==> config.mk <==
export PLATFORM = sky130hd
export DESIGN_NAME = xorshift32_ranged_random
export DESIGN_NICKNAME = d
export VERILOG_FILES = /design/src/hdl/xrr_pkg.sv /design/src/hdl/xrr_divider.sv /design/src/hdl/xorshift32_ranged_random.sv
export VERILOG_INCLUDE_DIRS = /design/src /design/src/hdl
export SDC_FILE = /design/constraint.sdc
export NUM_CORES = 1
export LEC_CHECK = 0
export ABC_AREA = 1
export ABC_CLOCK_PERIOD_IN_PS = 6500
export CELL_PAD_IN_SITES_DETAIL_PLACEMENT = 0
export CELL_PAD_IN_SITES_GLOBAL_PLACEMENT = 2
export CORE_ASPECT_RATIO = 0.7
export CORE_MARGIN = 5
export CORE_UTILIZATION = 39
export DETAILED_ROUTE_END_ITERATION = 10
export DONT_BUFFER_PORTS = 1
export GPL_TIMING_DRIVEN = 0
export PLACE_DENSITY = 0.84
export SLEW_MARGIN = 20
export SYNTH_ARGS = -nofsm -noshare
export SYNTH_HDL_FRONTEND = slang
export SYNTH_HIERARCHICAL = 1
export SYNTH_SLANG_ARGS = --single-unit
==> constraint.sdc <==
create_clock -name clock -period 6.5 [get_ports clock]
set_input_delay 1.625 -clock clock [delete_from_list [all_inputs] [get_ports clock]]
set_output_delay 1.625 -clock clock [all_outputs]
set_load 0.005 [all_outputs]
==> src/hdl/xorshift32_ranged_random_assert.svh <==
// ============================================================================
// xorshift32_ranged_random_assert.svh
// Assertion macros shared by the ranged random generator RTL.
// ============================================================================
`ifndef XORSHIFT32_RANGED_RANDOM_ASSERT_SVH
`define XORSHIFT32_RANGED_RANDOM_ASSERT_SVH

// Check a condition on the cycle after a trigger.
`define XRR_ASSERT_NEXT(lbl, trig, cond) \
   lbl: assert property (@(posedge clock) disable iff (reset) (trig) |=> (cond)) \
      else $error("xorshift32_ranged_random: next-cycle check failed");

// Check a condition in the same cycle as a trigger.
`define XRR_ASSERT_SAME(lbl, trig, cond) \
   lbl: assert property (@(posedge clock) disable iff (reset) (trig) |-> (cond)) \
      else $error("xorshift32_ranged_random: same-cycle check failed");

`endif

==> src/hdl/xrr_pkg.sv <==
// ============================================================================
// xrr_pkg
// Types, constants and the generator step function for the ranged generator.
// ============================================================================
package xrr_pkg;

   localparam int unsigned WORD_W  = 32;
   localparam int unsigned BOUND_W = 31;
   localparam int unsigned COUNT_W = 5;

   localparam logic [WORD_W-1:0]  GEN_SEED   = 32'd123456;
   localparam logic [COUNT_W-1:0] LAST_STEP  = 5'd31;
   localparam int unsigned        SHIFT_A    = 13;
   localparam int unsigned        SHIFT_B    = 17;
   localparam int unsigned        SHIFT_C    = 5;

   // Sequencer states, one-hot
   typedef enum logic [2:0] {
      ST_IDLE   = 3'b001,
      ST_DIVIDE = 3'b010,
      ST_HOLD   = 3'b100
   } state_type;

   // Command from the sequencer to the remainder unit
   typedef struct packed {
      logic start;
   } div_cmd_type;

   // Status from the remainder unit to the sequencer
   typedef struct packed {
      logic busy;
      logic done;
   } div_stat_type;

   // Advance the xorshift32 state by one step
   function automatic logic [WORD_W-1:0] xorshift_step(input logic [WORD_W-1:0] s);
      logic [WORD_W-1:0] t;
      t = s ^ (s << SHIFT_A);
      t = t ^ (t >> SHIFT_B);
      t = t ^ (t << SHIFT_C);
      return t;
   endfunction

endpackage

==> src/hdl/xrr_divider.sv <==
// ============================================================================
// xrr_divider
// Restoring remainder unit: one quotient bit per cycle, one for each dividend bit.
// ============================================================================
module xrr_divider (
   input  logic                              clock,
   input  logic                              reset,
   input  xrr_pkg::div_cmd_type              cmd,
   input  logic [xrr_pkg::WORD_W-1:0]        dividend,
   input  logic [xrr_pkg::BOUND_W-1:0]       divisor,
   output xrr_pkg::div_stat_type             stat,
   output logic [xrr_pkg::BOUND_W-1:0]       remainder
);

   logic                              busy_ff, busy_in;
   logic                              done_ff, done_in;
   logic [xrr_pkg::COUNT_W-1:0]       count_ff, count_in;
   logic [xrr_pkg::WORD_W-1:0]        dvd_ff, dvd_in;
   logic [xrr_pkg::BOUND_W-1:0]       dvs_ff, dvs_in;
   logic [xrr_pkg::BOUND_W-1:0]       rem_ff, rem_in;
   logic [xrr_pkg::WORD_W-1:0]        shifted;
   logic [xrr_pkg::WORD_W:0]          diff;

   // Shift in the next dividend bit and trial-subtract the divisor
   assign shifted = {rem_ff, dvd_ff[xrr_pkg::WORD_W-1]};
   assign diff    = {1'b0, shifted} - {2'b00, dvs_ff};

   always_comb begin
      busy_in  = busy_ff;
      done_in  = 1'b0;
      count_in = count_ff;
      dvd_in   = dvd_ff;
      dvs_in   = dvs_ff;
      rem_in   = rem_ff;
      if (cmd.start) begin
         // load operands
         busy_in  = 1'b1;
         count_in = '0;
         dvd_in   = dividend;
         dvs_in   = divisor;
         rem_in   = '0;
      end else if (busy_ff) begin
         // keep the difference when it does not borrow
         rem_in   = diff[xrr_pkg::WORD_W] ? shifted[xrr_pkg::BOUND_W-1:0]
                                          : diff[xrr_pkg::BOUND_W-1:0];
         dvd_in   = {dvd_ff[xrr_pkg::WORD_W-2:0], 1'b0};
         count_in = count_ff + 1'b1;
         if (count_ff == xrr_pkg::LAST_STEP) begin
            busy_in = 1'b0;
            done_in = 1'b1;
         end
      end
   end

   always_ff @(posedge clock) begin
      if (reset) begin
         busy_ff  <= 1'b0;
         done_ff  <= 1'b0;
         count_ff <= '0;
      end else begin
         busy_ff  <= busy_in;
         done_ff  <= done_in;
         count_ff <= count_in;
      end
   end

   always_ff @(posedge clock) begin
      dvd_ff <= dvd_in;
      dvs_ff <= dvs_in;
      rem_ff <= rem_in;
   end

   assign stat.busy = busy_ff;
   assign stat.done = done_ff;
   assign remainder = rem_ff;

endmodule

==> src/hdl/xorshift32_ranged_random.sv <==
// ============================================================================
// xorshift32_ranged_random
// xorshift32 generator returning a fraction numerator or a value in 1..n.
// ============================================================================
//  channel | direction | ports
//  req     | in        | req_valid, req_ready, req_bound
//  rsp     | out       | rsp_valid, rsp_ready, rsp_value, rsp_is_fraction
//
// A bound of zero goes to the result register at its transfer, then to the
// output register; a nonzero bound takes the load edge, 32 restoring remainder
// steps, then the capture of the result and its move to the output register.
// One request is in work at a time; req_ready is low meanwhile and rises the
// cycle after the result leaves the sequencer for the output register.
// The output register lets a new request enter while a result waits on rsp;
// a second waiting result stalls the sequencer in its hold state.
// Synchronous reset loads the seed 123456 and empties the output register.
// ============================================================================
`include "xorshift32_ranged_random_assert.svh"

module xorshift32_ranged_random (
   input  logic                              clock,
   input  logic                              reset,
   input  logic                              req_valid,
   output logic                              req_ready,
   input  logic [xrr_pkg::BOUND_W-1:0]       req_bound,
   output logic                              rsp_valid,
   input  logic                              rsp_ready,
   output logic [xrr_pkg::WORD_W-1:0]        rsp_value,
   output logic                              rsp_is_fraction
);

   xrr_pkg::state_type                state_ff, state_in;
   logic [xrr_pkg::WORD_W-1:0]        gen_ff, gen_in;
   logic [xrr_pkg::WORD_W-1:0]        gen_next;
   logic [xrr_pkg::WORD_W-1:0]        res_value_ff, res_value_in;
   logic                              res_frac_ff, res_frac_in;
   logic                              rsp_valid_ff, rsp_valid_in;
   logic [xrr_pkg::WORD_W-1:0]        rsp_value_ff, rsp_value_in;
   logic                              rsp_frac_ff, rsp_frac_in;
   logic                              req_xfer;
   logic                              rsp_load;
   xrr_pkg::div_cmd_type              div_cmd;
   xrr_pkg::div_stat_type             div_stat;
   logic [xrr_pkg::BOUND_W-1:0]       div_rem;

   assign req_ready = (state_ff == xrr_pkg::ST_IDLE);
   assign req_xfer  = req_valid && req_ready;
   assign gen_next  = xrr_pkg::xorshift_step(gen_ff);
   assign rsp_load  = (state_ff == xrr_pkg::ST_HOLD) && (!rsp_valid_ff || rsp_ready);

   // Start the remainder unit on a ranged request
   assign div_cmd.start = req_xfer && (req_bound != '0);

   xrr_divider u_divider (
      .clock     (clock),
      .reset     (reset),
      .cmd       (div_cmd),
      .dividend  (gen_next),
      .divisor   (req_bound),
      .stat      (div_stat),
      .remainder (div_rem)
   );

   // Sequence one request at a time
   always_comb begin
      state_in     = state_ff;
      gen_in       = gen_ff;
      res_value_in = res_value_ff;
      res_frac_in  = res_frac_ff;
      case (state_ff)
         xrr_pkg::ST_IDLE: begin
            if (req_xfer) begin
               gen_in = gen_next;
               if (req_bound == '0) begin
                  res_value_in = gen_next;
                  res_frac_in  = 1'b1;
                  state_in     = xrr_pkg::ST_HOLD;
               end else begin
                  state_in = xrr_pkg::ST_DIVIDE;
               end
            end
         end
         xrr_pkg::ST_DIVIDE: begin
            if (div_stat.done) begin
               res_value_in = {1'b0, div_rem} + 1'b1;
               res_frac_in  = 1'b0;
               state_in     = xrr_pkg::ST_HOLD;
            end
         end
         xrr_pkg::ST_HOLD: begin
            if (rsp_load) begin
               state_in = xrr_pkg::ST_IDLE;
            end
         end
         default: begin
            state_in = xrr_pkg::ST_IDLE;
         end
      endcase
   end

   // Hold the result until the output register frees
   always_comb begin
      rsp_valid_in = rsp_valid_ff;
      rsp_value_in = rsp_value_ff;
      rsp_frac_in  = rsp_frac_ff;
      if (rsp_load) begin
         rsp_valid_in = 1'b1;
         rsp_value_in = res_value_ff;
         rsp_frac_in  = res_frac_ff;
      end else if (rsp_ready) begin
         rsp_valid_in = 1'b0;
      end
   end

   always_ff @(posedge clock) begin
      if (reset) begin
         state_ff     <= xrr_pkg::ST_IDLE;
         gen_ff       <= xrr_pkg::GEN_SEED;
         rsp_valid_ff <= 1'b0;
      end else begin
         state_ff     <= state_in;
         gen_ff       <= gen_in;
         rsp_valid_ff <= rsp_valid_in;
      end
   end

   always_ff @(posedge clock) begin
      res_value_ff <= res_value_in;
      res_frac_ff  <= res_frac_in;
      rsp_value_ff <= rsp_value_in;
      rsp_frac_ff  <= rsp_frac_in;
   end

   assign rsp_valid       = rsp_valid_ff;
   assign rsp_value       = rsp_value_ff;
   assign rsp_is_fraction = rsp_frac_ff;

   // Ranged request must engage the remainder unit
   `XRR_ASSERT_NEXT(a_div_started, div_cmd.start,
                    div_stat.busy && (state_ff == xrr_pkg::ST_DIVIDE))
   // Remainder unit finishes only while the sequencer waits on it
   `XRR_ASSERT_SAME(a_done_in_divide, div_stat.done, state_ff == xrr_pkg::ST_DIVIDE)
   // A ranged result is never zero
   `XRR_ASSERT_SAME(a_ranged_nonzero, rsp_valid && !rsp_is_fraction, rsp_value != '0)
   // Generator state never collapses to zero
   `XRR_ASSERT_SAME(a_state_nonzero, 1'b1, gen_ff != '0)

endmodule
* After elaboration in Yosys (flattened, before gate mapping)
Index checks and enable logic that the tools add are counted.
** Cells by class
- Reduce and logical (&&, ||, !) cells :: 15
- Eq/ne operators :: 8
- Bitwise gates (word level) :: 4
- Mux-type cells :: 22
- Add/subtract/negate cells :: 3
** Operators by type and width (count)
- $mux W32 :: 5
- $pmux W32 S2 :: 1
- $xor A32 B32 Y32 :: 2
- $sub A32 B31 Y33 :: 1
- $add A31 B1 Y32 const B :: 1
- $xor A32 B15 Y32 :: 1
- $logic_not A31 Y1 :: 1
- $mux W31 :: 1
- $reduce_bool A31 Y1 :: 1
- $mux W3 :: 4
- $mux W1 :: 9
- $pmux W3 S3 :: 1
- $ne A2 B1 Y1 const B :: 3
- $reduce_bool A2 Y1 :: 3
- $add A5 B1 Y5 const B :: 1
- $eq A5 B5 Y1 const B :: 1
- $reduce_and A4 Y1 :: 1
- $eq A3 B1 Y1 const B :: 1
- $eq A3 B2 Y1 const B :: 1
- $eq A3 B3 Y1 const B :: 1
- $logic_and A1 B1 Y1 :: 3
- $reduce_and A3 Y1 :: 1
- $reduce_or A3 Y1 :: 1
- $ne A2 B2 Y1 const B :: 1
- other kinds (6) :: 6
** Storage, ports and cells
- Output and inout port bits :: 35
- Register bits after elaboration :: 203
- Input bits :: 35
- Word-level logic and storage cells :: 65

* Depth between registers and ports, before layout
Gate-level depths: netlist of run 1.
- Word-level depth :: 6
- Mapped depth :: 17
- Gate-level depth less buffers :: 16

* By module
The synthesis of run 1 kept the hierarchy.
** Modules (own cells, without submodules)
- xrr_divider :: times used 1, area an instance 6686.4 um^2, sequential area each 2652.5 um^2, cells each 974
- xorshift32_ranged_random :: times used 1, area an instance 5622.9 um^2, sequential area each 2702.6 um^2, cells each 735

* Worst setup path after synthesis of run 1
No wires, ideal clock.
- Kind :: input to register
- Start :: in req_valid
- End :: reg u_divider/dvd_ff[0] (netlist bit), enable pin
- Path slack :: 1641 ps
- Setup time :: 409 ps
- Arrival time :: 4450 ps
- Cell stages on the path :: 9
- Path buffers :: 3
- Data required time :: 6091 ps
- Cell sequence :: inv_1 -> nor2_4 -> buf_2 -> nand2_1 -> inv_1 -> clkbuf_1 -> nor2_2 -> inv_1 -> clkbuf_1
** On the way
- Cells in the longest elaborated chain, start to end :: 3
** RTL lines
- from (decl) :: RTL line xorshift32_ranged_random.sv:23 : input logic req_valid,
- $logic_and A1 B1 Y1 :: RTL line xorshift32_ranged_random.sv:47 : assign req_xfer = req_valid && req_ready;
- $logic_and A1 B1 Y1 :: RTL line xorshift32_ranged_random.sv:52 : assign div_cmd.start = req_xfer && (req_bound != '0);
- via div_cmd :: RTL line xorshift32_ranged_random.sv:42 : xrr_pkg::div_cmd_type div_cmd;
- $reduce_bool A2 Y1 (no line)
- to (signal assigned) :: RTL line xrr_divider.sv:68 : dvd_ff <= dvd_in;
- to (decl) :: RTL line xrr_divider.sv:18 : logic [xrr_pkg::WORD_W-1:0] dvd_ff, dvd_in;
The timed path passes the listed nets, and every way through them passes these cells.
A chain may end at the register's enable or synchronous reset.

* Final worst setup path of run 1
- Start :: in req_bound[7] (netlist bit)
- End :: reg u_divider/dvd_ff[20] (netlist bit), enable pin
** On the way
- Cells in the longest elaborated chain, start to end :: 3
** RTL lines
- from (decl) :: RTL line xorshift32_ranged_random.sv:25 : input logic [xrr_pkg::BOUND_W-1:0] req_bound,
- $reduce_bool A31 Y1 :: RTL line xorshift32_ranged_random.sv:52
- $logic_and A1 B1 Y1 :: RTL line xorshift32_ranged_random.sv:52
- via div_cmd :: RTL line xorshift32_ranged_random.sv:42
- $reduce_bool A2 Y1 (no line)
The timed path passes the listed nets, and every way through them passes these cells.

==> results of run 1 <==
worst min-delay path by stage:
stage                               startpoint                        end  slack (ns)  depth (start not counted)
finish              res_value_ff[20]$_DFFE_PP_    rsp_value[20]$_DFFE_PP_        0.40                          0
global route        res_value_ff[20]$_DFFE_PP_    rsp_value[20]$_DFFE_PP_        0.40                          0
CTS                 res_value_ff[20]$_DFFE_PP_    rsp_value[20]$_DFFE_PP_        0.40                          0
detailed placement   res_value_ff[8]$_DFFE_PP_     rsp_value[8]$_DFFE_PP_        0.40                          0
global placement    res_value_ff[20]$_DFFE_PP_    rsp_value[20]$_DFFE_PP_        0.40                          0
floorplan                res_frac_ff$_DFFE_PP_  rsp_is_fraction$_DFFE_PP_        0.40                          0
cell type report:
type	count	area share [%]
plain buffers	41	1.59
repair buffers	2	0.347
flip-flops and latches	203	39.0
well taps	420	3.83
multi-input cells	1182	41.5
clock buffers	23	4.20
inverters	282	7.72
clock inverters	19	1.77
critical path: cells and delay by family:
family / cells / cell delay [ns]
buffers and inverters: 5 / 1.51
AND/OR/NAND/NOR: 7 / 1.55
registers in the layout, indices dropped and copies added, names as in the netlist:
register             flops
gen_ff                  32
res_value_ff            32
rsp_value               32
u_divider/dvd_ff        32
u_divider/dvs_ff        31
u_divider/remainder     31
u_divider/count_ff       5
state_ff                 3
res_frac_ff              1
rsp_is_fraction          1
rsp_valid                1
u_divider/busy_ff        1
u_divider/done_ff        1
power breakdown:
group	internal [mW]	switching, mW
Combinational	0.416	1.09
Clock	0.854	0.575
Sequential	1.67	0.104
stage by stage:
stage          worst slack, ns  TNS (ns)  instance area (um2)  hold slack (ns)  power (mW)
6_report                  1.90         0                13700            0.397        4.71
4_1_cts                   1.85         0                13700            0.397        4.73
3_5_place_dp              1.30         0                12900            0.405        3.28
5_1_grt                   1.63         0                13700            0.402        4.98
2_1_floorplan             1.64         0                12300            0.400        2.75
3_3_place_gp            -0.340    -12.28                12800            0.402        3.27
metal layers:
layer	part of all wire [%]	wire length [um]	vias to the layer above	global-route usage (%)
met3	8.0	3110	35	4.35
met5	0	0	-	0
li1	-	-	5385	-
met4	1.3	520	0	2.82
met1	55	21400	4719	36.4
met2	35	13700	317	28.2
==> impl_metrics.yaml, run 1 <==
placed_design:
  globalplace.congestion: 0.870
  port_buffers: 0
  hpwl_um: 31200
  placedCellCount: 2130
setup_path:
  startpoint_type: "input pin"
  required_ns: 6.64
  worst-r2r-cell-count: 10
  cp-startpoint: "req_bound[7]"
  r2r_start: "state_ff[2]$_SDFFE_PP0P_"
  worstPathArrival_ns: 4.74
  critical_path_class: "in2reg"
  crit_end: "u_divider/dvd_ff[20]$_DFFE_PP_"
  end_kind: "flip-flop"
  worst_path_largest_cell_delay_ns: 0.53
  crit_chain: "nor2_1 > nand2_1 > nor2_1 > nand2_1 > nor2_1 > inv_1 > nand2_1 > inv_2 > clkbuf_1 > nor2_2 > inv_1 > clkbuf_4"
  cp_max_fo: 41
  r2r-end: "u_divider/dvd_ff[20]$_DFFE_PP_"
  slowest_stage: "nor2_2"
  rrSetupSlack_ns: 2.41
finish:
  final_common_cell: "nand2_1"
  nNetsFinal: 1805
  final_cell_count_no_fill: 2172
  fin_util_pct: 44.0
  drive_gt1_share_pct: 5.99
  multi_input_area_um2: 5690
  antenna_cells: 0
  seqCellArea_um2: 5360
  area_growth_pct: 11.5
  layout_common_cells: "nand2_1 (665), inv_1 (275), edfxtp_1 (129)"
  nFillCells: 3255
sta:
  min_period_over_period_pct: 70.7
  finalClockSkew_ns: 0.0318
  max_freq_mhz: 218
  setup_viol: 0
  relSlewSlack_pct: 37.4
  slew_viol_final: 0
  period_needed_ns: 4.60
  rsz0062_at_grt: "no"
  finalHoldViolCount: 0
  worstMarginPinSlew_ns: 0.933
synthesis:
  synthesis.nets: 1778
  syn_area_per_cell_um2: 7.20
  netlist_area_um2: 12300
  yosysWarnings: 6
  synth_cells: 1708
floorplan:
  start_util_pct: 39.5
  die_area_um2: 35300
  pin_count: 70
  dieWidth_um: 222
  rows: 54
  core_area_um2: 31100
  die_h_um: 159
clocking:
  path_clk_slew_ns: 0.06
  cts_buffers: 23
  post_cts_buffers: 0
  clock_path_buffers: 3
  cts_max_level: 1
  insertion_delay_ns: 0.54
  cts_tree: "built"
  ctsHoldBuffers: 0
  cts_sinks: 203
  cts-root-buf: "clkbuf_16"
  cts_resized: 0
route:
  routedWlPerCell_um: 17.8
  drtIter0Drc: 833
  routed_wl_um: 38700
  drc: 0
  ant_nets: 0
  num_vias: 10500
  drt_first_pass_iters: 5
  via_per_inst: 4.81
global_routing:
  grt_usage_pct: 21.6
  grt_pass1_vias: 9551
  grt_max_degree: 42
  grt_pass1_wl_um: 58100
  globalRouteOverflowTotal: 0
  antenna_found_initial: 1
outcome:
  status: "finished, final reports clean"
power_and_ir_drop:
  p_per_area_nw_per_um2: 343
  leakagePower_nw: 6.58
  vdd_drop_max_mv: 0.183
worst_hold_path:
  min_path_type: "reg2reg"
job:
  drv_cap: 0
(Power assumes the default switching activity.)
==> inputs of run 2 (changes only) <==
--- a/config.mk
+++ b/config.mk
@@ -7,16 +7,16 @@
 export NUM_CORES = 1
 export LEC_CHECK = 0
 export ABC_AREA = 1
-export ABC_CLOCK_PERIOD_IN_PS = 6500
+export ABC_CLOCK_PERIOD_IN_PS = 4800
 export CELL_PAD_IN_SITES_DETAIL_PLACEMENT = 0
 export CELL_PAD_IN_SITES_GLOBAL_PLACEMENT = 2
 export CORE_ASPECT_RATIO = 0.7
 export CORE_MARGIN = 5
-export CORE_UTILIZATION = 39
+export CORE_UTILIZATION = 37
 export DETAILED_ROUTE_END_ITERATION = 10
 export DONT_BUFFER_PORTS = 1
 export GPL_TIMING_DRIVEN = 0
-export PLACE_DENSITY = 0.84
+export PLACE_DENSITY = 0.81
 export SLEW_MARGIN = 20
 export SYNTH_ARGS = -nofsm -noshare
 export SYNTH_HDL_FRONTEND = slang
==> constraint.sdc (replaced) <==
create_clock -name clock -period 4.8 [get_ports clock]
set_input_delay 1.2 -clock clock [delete_from_list [all_inputs] [get_ports clock]]
set_output_delay 1.2 -clock clock [all_outputs]
set_load 0.005 [all_outputs]
==> run 2 against run 1 <==
Effect of this change: clock-buffer cell count is 6 higher; combinational power is 35% higher; largest cell class unchanged; highest routed layer unchanged; clock skew is 0.018 ns lower; largest power group unchanged.
==> impl_metrics.yaml, run 2 (same netlist as run 1, synthesis figures left out) <==
outcome:
  status: "finished, final reports clean"
route:
  via_per_inst: 4.82
  ant_nets: 0
  drtIter0Drc: 913
  routedWlPerCell_um: 18.1
  routed_wl_um: 39400
  num_vias: 10500
  drc: 0
  drt_first_pass_iters: 5
finish:
  layout_common_cells: "nand2_1 (665), inv_1 (275), edfxtp_1 (129)"
  final_common_cell: "nand2_1"
  final_cell_count_no_fill: 2179
  fin_util_pct: 42.3
  antenna_cells: 0
  drive_gt1_share_pct: 5.82
  area_growth_pct: 12.0
  nNetsFinal: 1806
setup_path:
  required_ns: 4.96
  cp_max_fo: 41
  startpoint_type: "input pin"
  critical_path_class: "in2reg"
  worstPathArrival_ns: 4.29
  end_kind: "flip-flop"
global_routing:
  antenna_found_initial: 1
  grt_max_degree: 42
  grt_pass1_vias: 9597
  grt_usage_pct: 21.0
  grt_pass1_wl_um: 59200
  globalRouteOverflowTotal: 0
worst_hold_path:
  min_path_type: "reg2reg"
floorplan:
  die_h_um: 163
  start_util_pct: 37.8
  die_area_um2: 37100
  dieWidth_um: 228
  core_area_um2: 32600
  rows: 55
  pin_count: 70
clocking:
  cts_buffers: 24
  path_clk_slew_ns: 0.06
  cts_sinks: 203
  cts_tree: "built"
  ctsHoldBuffers: 0
  cts_max_level: 1
  post_cts_buffers: 0
  insertion_delay_ns: 0.54
  clock_path_buffers: 3
  cts_resized: 0
  cts-root-buf: "clkbuf_16"
placed_design:
  globalplace.congestion: 0.870
  port_buffers: 0
  placedCellCount: 2137
  post-place-ws_ns: 0.0259
  hpwl_um: 31600
job:
  drv_cap: 0
sta:
  setup_viol: 0
  worstMarginPinSlew_ns: 0.845
  max_freq_mhz: 242
  setup_slack_ns: 0.668
  relSlewSlack_pct: 43.3
  period_needed_ns: 4.13
  min_period_over_period_pct: 86.1
  finalClockSkew_ns: 0.0142
  rsz0062_at_grt: "no"
  slew_viol_final: 0
  finalHoldViolCount: 0
  setup_tns_ns: 0
  hold_slack_ns: 0.418
power_and_ir_drop:
  leakagePower_nw: 6.61
  p_per_area_nw_per_um2: 470
  vdd_drop_max_mv: 0.257
-- run 2: cell types whose count changed in the layout (fill, tap and decap cells not counted) --
cell,change
clkbuf_1,+3
clkinv_4,+3
bufinv_16,+1
clkbuf_16,+2
clkinv_2,-3
inv_6,-4
clkbuf_8,+1
clkinvlp_4,-3
-- run 2: layout make-up --
type | count | area (um2)
plain buffers | 41 | 218
inverters | 282 | 1060
clock inverters | 13 | 226
well taps | 427 | 534
fillers | 3423 | 18800
flip-flops and latches | 203 | 5360
repair buffers | 2 | 47.5
clock buffers | 29 | 651
multi-input cells | 1182 | 5690
-- run 2: worst max-delay path: stages --
cell,delay (ns)
nor2_1,0.08
nand2_1,0.06
nor2_1,0.28
nand2_1,0.19
nor2_1,0.28
inv_1,0.07
nand2_1,0.10
inv_2,0.28
clkbuf_1,0.42
nor2_2,0.55
inv_1,0.26
clkbuf_4,0.48
-- run 2: where the power goes --
part	switching (mW)	total [mW]	leakage [nW]	internal [mW]
Clock	0.754	2.04	0.423	1.29
Combinational	1.46	2.03	4.38	0.563
Sequential	0.143	2.41	1.81	2.27
-- run 2: final timing paths --
| path | startpoint | to | slack (ns) | cells past startpoint |
|---|---|---|---|---|
| setup reg to reg | state_ff[0]$_SDFFE_PP1P_ | u_divider/dvd_ff[8]$_DFFE_PP_ | 0.73 | 11 |
| hold / removal | res_value_ff[15]$_DFFE_PP_ | rsp_value[15]$_DFFE_PP_ | 0.42 | 0 |
| hold reg to reg | res_value_ff[15]$_DFFE_PP_ | rsp_value[15]$_DFFE_PP_ | 0.42 | 0 |
| setup / recovery | req_bound[7] | u_divider/dvd_ff[8]$_DFFE_PP_ | 0.67 | 12 |
-- run 2: metal layers --
layer / up-vias / global-route usage [%] / part of all wire (%)
met3: 34 / 3.96 / 7.5
met2: 300 / 26.9 / 35
li1: 5395 / - / -
met4: 0 / 3.16 / 1.4
met1: 4774 / 35.7 / 56
met5: - / 0 / 0
-- run 2: stage by stage --
step           area (um2)  total power [mW]
4_1_cts             13800              6.52
3_3_place_gp        12800              4.43
6_report            13800              6.48
5_1_grt             13800              6.87
3_5_place_dp        12900              4.44
2_1_floorplan       12300              3.73
